$ cat src/rtl/bta_pkg.sv
package bta_pkg;

  localparam int unsigned MAX_STEPS  = 1024;
  localparam int unsigned NODE_DEPTH = MAX_STEPS + 1;
  localparam int unsigned NODE_W     = $clog2(NODE_DEPTH);

  localparam int unsigned PRICE_W    = 32;
  localparam int unsigned FACTOR_W   = 32;
  localparam int unsigned DEPTH_W    = 11;
  localparam int unsigned FRAC_SH    = 30;
  localparam int unsigned PROD_W     = PRICE_W + FACTOR_W;

  localparam int unsigned CFG_IDX_W  = 3;
  localparam int unsigned CFG_DATA_W = 32;

  // Register indexes of the configuration port
  localparam logic [CFG_IDX_W-1:0] REG_STRIKE    = 3'd0;
  localparam logic [CFG_IDX_W-1:0] REG_DEPTH     = 3'd1;
  localparam logic [CFG_IDX_W-1:0] REG_UP        = 3'd2;
  localparam logic [CFG_IDX_W-1:0] REG_UP_SQ     = 3'd3;
  localparam logic [CFG_IDX_W-1:0] REG_UP_WGT    = 3'd4;
  localparam logic [CFG_IDX_W-1:0] REG_DN_WGT    = 3'd5;
  localparam logic [CFG_IDX_W-1:0] REG_BOTTOM    = 3'd6;

  localparam logic [PRICE_W-1:0]  RST_STRIKE = 32'd0;
  localparam logic [DEPTH_W-1:0]  RST_DEPTH  = 11'd1;
  localparam logic [FACTOR_W-1:0] RST_UNITY  = 32'h4000_0000;
  localparam logic [FACTOR_W-1:0] RST_HALF   = 32'h2000_0000;

  typedef struct packed {
    logic [PRICE_W-1:0]  strike_price;
    logic [DEPTH_W-1:0]  tree_depth;
    logic [FACTOR_W-1:0] up_factor;
    logic [FACTOR_W-1:0] up_factor_squared;
    logic [FACTOR_W-1:0] discounted_up_weight;
    logic [FACTOR_W-1:0] discounted_down_weight;
    logic [FACTOR_W-1:0] bottom_node_factor;
  } bta_cfg_t;

  // One node issued into the continuation pipe
  typedef struct packed {
    logic               valid;
    logic [NODE_W-1:0]  node;
    logic [PRICE_W-1:0] price;
  } bta_iss_t;

  // Node memory write request
  typedef struct packed {
    logic               en;
    logic [NODE_W-1:0]  addr;
    logic [PRICE_W-1:0] data;
  } bta_wr_t;

  function automatic logic [PRICE_W-1:0] intrinsic(input logic [PRICE_W-1:0] strike,
                                                   input logic [PRICE_W-1:0] price);
    return (strike > price) ? (strike - price) : '0;
  endfunction

endpackage

$ cat src/rtl/bta_cfg_regs.sv
module bta_cfg_regs import bta_pkg::*; (
  input  logic                  clk_i,
  input  logic                  rst_ni,
  input  logic                  cfg_we_i,
  input  logic [CFG_IDX_W-1:0]  cfg_idx_i,
  input  logic [CFG_DATA_W-1:0] cfg_wdata_i,
  output bta_cfg_t              cfg_o
);

  bta_cfg_t cfg_d, cfg_q;

  always_comb begin
    cfg_d = cfg_q;
    if (cfg_we_i) begin
      case (cfg_idx_i)
        REG_STRIKE: cfg_d.strike_price           = cfg_wdata_i[PRICE_W-1:0];
        REG_DEPTH:  cfg_d.tree_depth             = cfg_wdata_i[DEPTH_W-1:0];
        REG_UP:     cfg_d.up_factor              = cfg_wdata_i[FACTOR_W-1:0];
        REG_UP_SQ:  cfg_d.up_factor_squared      = cfg_wdata_i[FACTOR_W-1:0];
        REG_UP_WGT: cfg_d.discounted_up_weight   = cfg_wdata_i[FACTOR_W-1:0];
        REG_DN_WGT: cfg_d.discounted_down_weight = cfg_wdata_i[FACTOR_W-1:0];
        REG_BOTTOM: cfg_d.bottom_node_factor     = cfg_wdata_i[FACTOR_W-1:0];
        default:    cfg_d = cfg_q;
      endcase
    end
  end

  always_ff @(posedge clk_i or negedge rst_ni) begin
    if (!rst_ni) begin
      cfg_q.strike_price           <= RST_STRIKE;
      cfg_q.tree_depth             <= RST_DEPTH;
      cfg_q.up_factor              <= RST_UNITY;
      cfg_q.up_factor_squared      <= RST_UNITY;
      cfg_q.discounted_up_weight   <= RST_HALF;
      cfg_q.discounted_down_weight <= RST_HALF;
      cfg_q.bottom_node_factor     <= RST_UNITY;
    end else begin
      cfg_q <= cfg_d;
    end
  end

  assign cfg_o = cfg_q;

endmodule

$ cat config.mk
export PLATFORM = sky130hd
export DESIGN_NAME = bta_cfg_regs
export DESIGN_NICKNAME = d
export VERILOG_FILES = /design/src/rtl/bta_pkg.sv /design/src/rtl/bta_cfg_regs.sv
export SDC_FILE = /design/constraint.sdc
export NUM_CORES = 1
export LEC_CHECK = 0
export ABC_CLOCK_PERIOD_IN_PS = 1000
export BUFFER_PORTS_ARGS = -buffer_cell sky130_fd_sc_hd__buf_2
export CORE_ASPECT_RATIO = 1.5
export CORE_MARGIN = 2
export CORE_UTILIZATION = 51
export CTS_BUF_LIST = sky130_fd_sc_hd__clkbuf_4 sky130_fd_sc_hd__clkbuf_8 sky130_fd_sc_hd__clkbuf_16
export DETAILED_ROUTE_END_ITERATION = 12
export PLACE_DENSITY = 0.8
export RECOVER_POWER = 100
export SLEW_MARGIN = 30
export SYNTH_ARGS = -nofsm -noshare
export SYNTH_HDL_FRONTEND = slang
export SYNTH_SLANG_ARGS = --single-unit
$ cat constraint.sdc
create_clock -name clk_i -period 1 [get_ports clk_i]
set_input_delay 0.15 -clock clk_i [delete_from_list [all_inputs] [get_ports clk_i]]
set_output_delay 0.15 -clock clk_i [all_outputs]
set_load 0.02 [all_outputs]
==> results_dict.tcl <==
set metrics [dict create \
    status "finished with violations" \
    violations "negative setup slack" \
    drcViolationCount 0 \
    synth_area_leaders "dfrtp_1 (65%), mux2_2 (25%), mux2_1 (5.2%)" \
    portBuffers 240 \
    max_stage_delay_ns 0.56 \
    yosys_warnings 0 \
    clk_latency_ns 0.49 \
    via_per_inst 5.43 \
    power_density_mw_per_mm2 2470 \
    yosysTopAreaCell "dfrtp_1" \
    drt-initial-drc-count 237 \
    dr_total_vias 5865 \
    ys_top_cells_by_count "dfrtp_1 (197), mux2_2 (168), mux2_1 (35)" \
    critical_path_class "flop to output pin" \
    die_area_mm2 0.0159 \
    maxSlewViolCount 0 \
    clk_path_buf_depth 3 \
    critPathLaunchType "flop" \
    dp.cells 875 \
    grt_pass1_wl_um 38900 \
    leakage_nw 6.26 \
    ios 241 \
    fin_tns_setup_ns -42.70 \
    arrival_ns 1.19 \
    hold_path_class "input pin to flop" \
    synth_seq_cells 203 \
    cp_slowest_cell "dfstp_2" \
    grt_setup_unrepaired "yes" \
    syn_nets 476 \
    max_cap_violations 0 \
    wl_um 29000 \
    ir_drop_v 0.00214 \
    num_rows 54 \
    setup_viol 339 \
    seq_area_frac_synth_pct 66.9 \
    clk_pin_slew_ns 0.07 \
    finalWorstSetupSlack_ns -0.341 \
    ys.flop_type "dfrtp_1" \
    pre_cts_slack_ns -0.486 \
    finClkSkew_ns 0 \
    critPathRequiredTime_ns 0.85 \
    nNetsFinal 909 \
    place.gp.congestion 0.829 \
    yosysMostFrequentCell "dfrtp_1" \
    largest_reg_flops 203 \
    cp_top_family "flip-flops" \
    diodes 0 \
    grt_pass1_vias 6468 \
    drive_gt1_share_pct 71.9 \
    finalCritPeriodShare_pct 134 \
    dp_hpwl_um 13500 \
    root_buffer "clkbuf_16" \
    initial_utilization_pct 52.1 \
    synth_cell_types 10 \
    fin_crit_ns 1.34 \
    final_util_pct 88.3 \
    tritoncts "built" \
    p_total_mw 31.8 \
    grt_remaining_overflow 0 \
    hold_viol 0 \
    critPathCaptureType "output pin" \
    core_mm2 0.0146 \
    numCtsBuffers 20 \
    antenna_found_initial 1 \
    first_pass_iters 4 \
    syn_to_final_growth_pct 69.4 \
    htreeDepth 1 \
    max_freq_ghz 0.746 \
    grt_usage_pct 31.9 \
    clock-sinks 203 \
    cp_cell_sequence "buf_6" \
    crit_buf_inv 1 \
    postSynth.asyncResetShare_pct 100 \
    synth_area_mm2 0.00760 \
    fin_cells 1081 \
    synth_top_area_share_pct 64.8 \
    die_h_um 154 \
    synth_edf_count 0 \
    timing.slew.headroom_pct 60.3 \
    syn_area_per_cell_um2 17.4 \
    worstMarginPinSlew_ns 0.596 \
    die_w_um 104 \
    detail_route.wl_per_cell_um 26.9 \
    synthCells 438 \
    detail-route-antenna-nets 0 \
    grt_max_degree 46 \
    fill_cells 558 \
    crit_fanout 2 \
]
[layer usage]
metal	up-vias	track usage, %	routed length, um
met5	-	0	7
met4	2	18.0	1810
met3	108	6.19	1660
met2	285	58.4	15700
met1	3052	34.5	9890
li1	2418	-	-
[power breakdown]
group / internal [mW] / switching, mW
registers: 10.1 / 1.67
logic: 6.70 / 5.16
clock network: 4.89 / 3.31
[what timing repair did]
action                                  in CTS  in global routing
endpoints found under the setup margin     203                225
gates resized for setup                    406                 20
hold endpoints to repair                   360                  0
hold buffers                                31                  0
setup buffers                               70                 70
cloned                                       0                  2
pin swaps                                    0                  2
[layout make-up]
| class | instances | area [um^2] | share of cell area [%] |
|---|---|---|---|
| clock inverter | 4 | 81.3 | 0.631 |
| tap | 196 | 245 | 1.90 |
| clock buffer | 32 | 633 | 4.92 |
| timing repair buffer | 436 | 4150 | 32.2 |
| sequential | 203 | 5090 | 39.5 |
| multi-input combinational | 210 | 2690 | 20.9 |
[per-stage QoR]
stage | instance area, um^2 | hold WS (ns)
floorplan | 8010 | -0.146
global placement | 9580 | 0.0914
detailed placement | 9580 | 0.0928
CTS | 12400 | 0.00458
global route | 12900 | 0.0366
finish | 12900 | 0.0474
[worst paths after layout]
kind                            cells after the start                   start                      to  slack (ns)
min in group asynchronous                           2                  rst_ni  cfg_o[150]$_DFFE_PN0P_        0.25
max in group asynchronous                           3                  rst_ni   cfg_o[93]$_DFFE_PN1P_        0.03
worst min register to register                      1  cfg_o[185]$_DFFE_PN0P_  cfg_o[185]$_DFFE_PN0P_        0.53
worst max register to register                      3   cfg_o[85]$_DFFE_PN0P_   cfg_o[85]$_DFFE_PN0P_       -0.11
worst min-delay path                                2          cfg_wdata_i[6]  cfg_o[134]$_DFFE_PN0P_        0.05
worst max-delay path                                1  cfg_o[126]$_DFFE_PN1P_              cfg_o[126]       -0.34
[logic make-up (layout without fill, tap and decap cells)]
group	after synthesis	count (layout)	synth area share, %
buffers and inverters	25	472	1.94
DFF	203	203	66.9
muxes	203	203	30.1
and+or+nand+nor	7	7	1.09
[worst reg2reg max path, cell delays in order (launching register included)]
cell and delay [ns]:
dfrtp_1 0.41, buf_4 0.15, buf_4 0.14, mux2_4 0.29
[layout by cell type, fill, tap and decap left out]
cell,Yosys,final
clkinv_8,0,1
mux2_4,0,77
bufinv_16,0,2
nor4b_4,1,1
buf_12,0,5
clkbuf_1,0,3
dfrtp_1,197,197
dlygate4sd3_1,0,31
clkbuf_4,0,12
clkbuf_2,0,3
buf_2,16,37
buf_6,0,216
clkbuf_8,0,4
nand4b_1,3,3
nor4bb_4,0,2
and4bb_2,1,1
mux2_1,35,15
clkbuf_16,0,22
buf_4,9,133
buf_8,0,2
mux2_2,168,111
clkinv_2,0,1
dfstp_2,6,6
(Power assumes the default switching activity.)
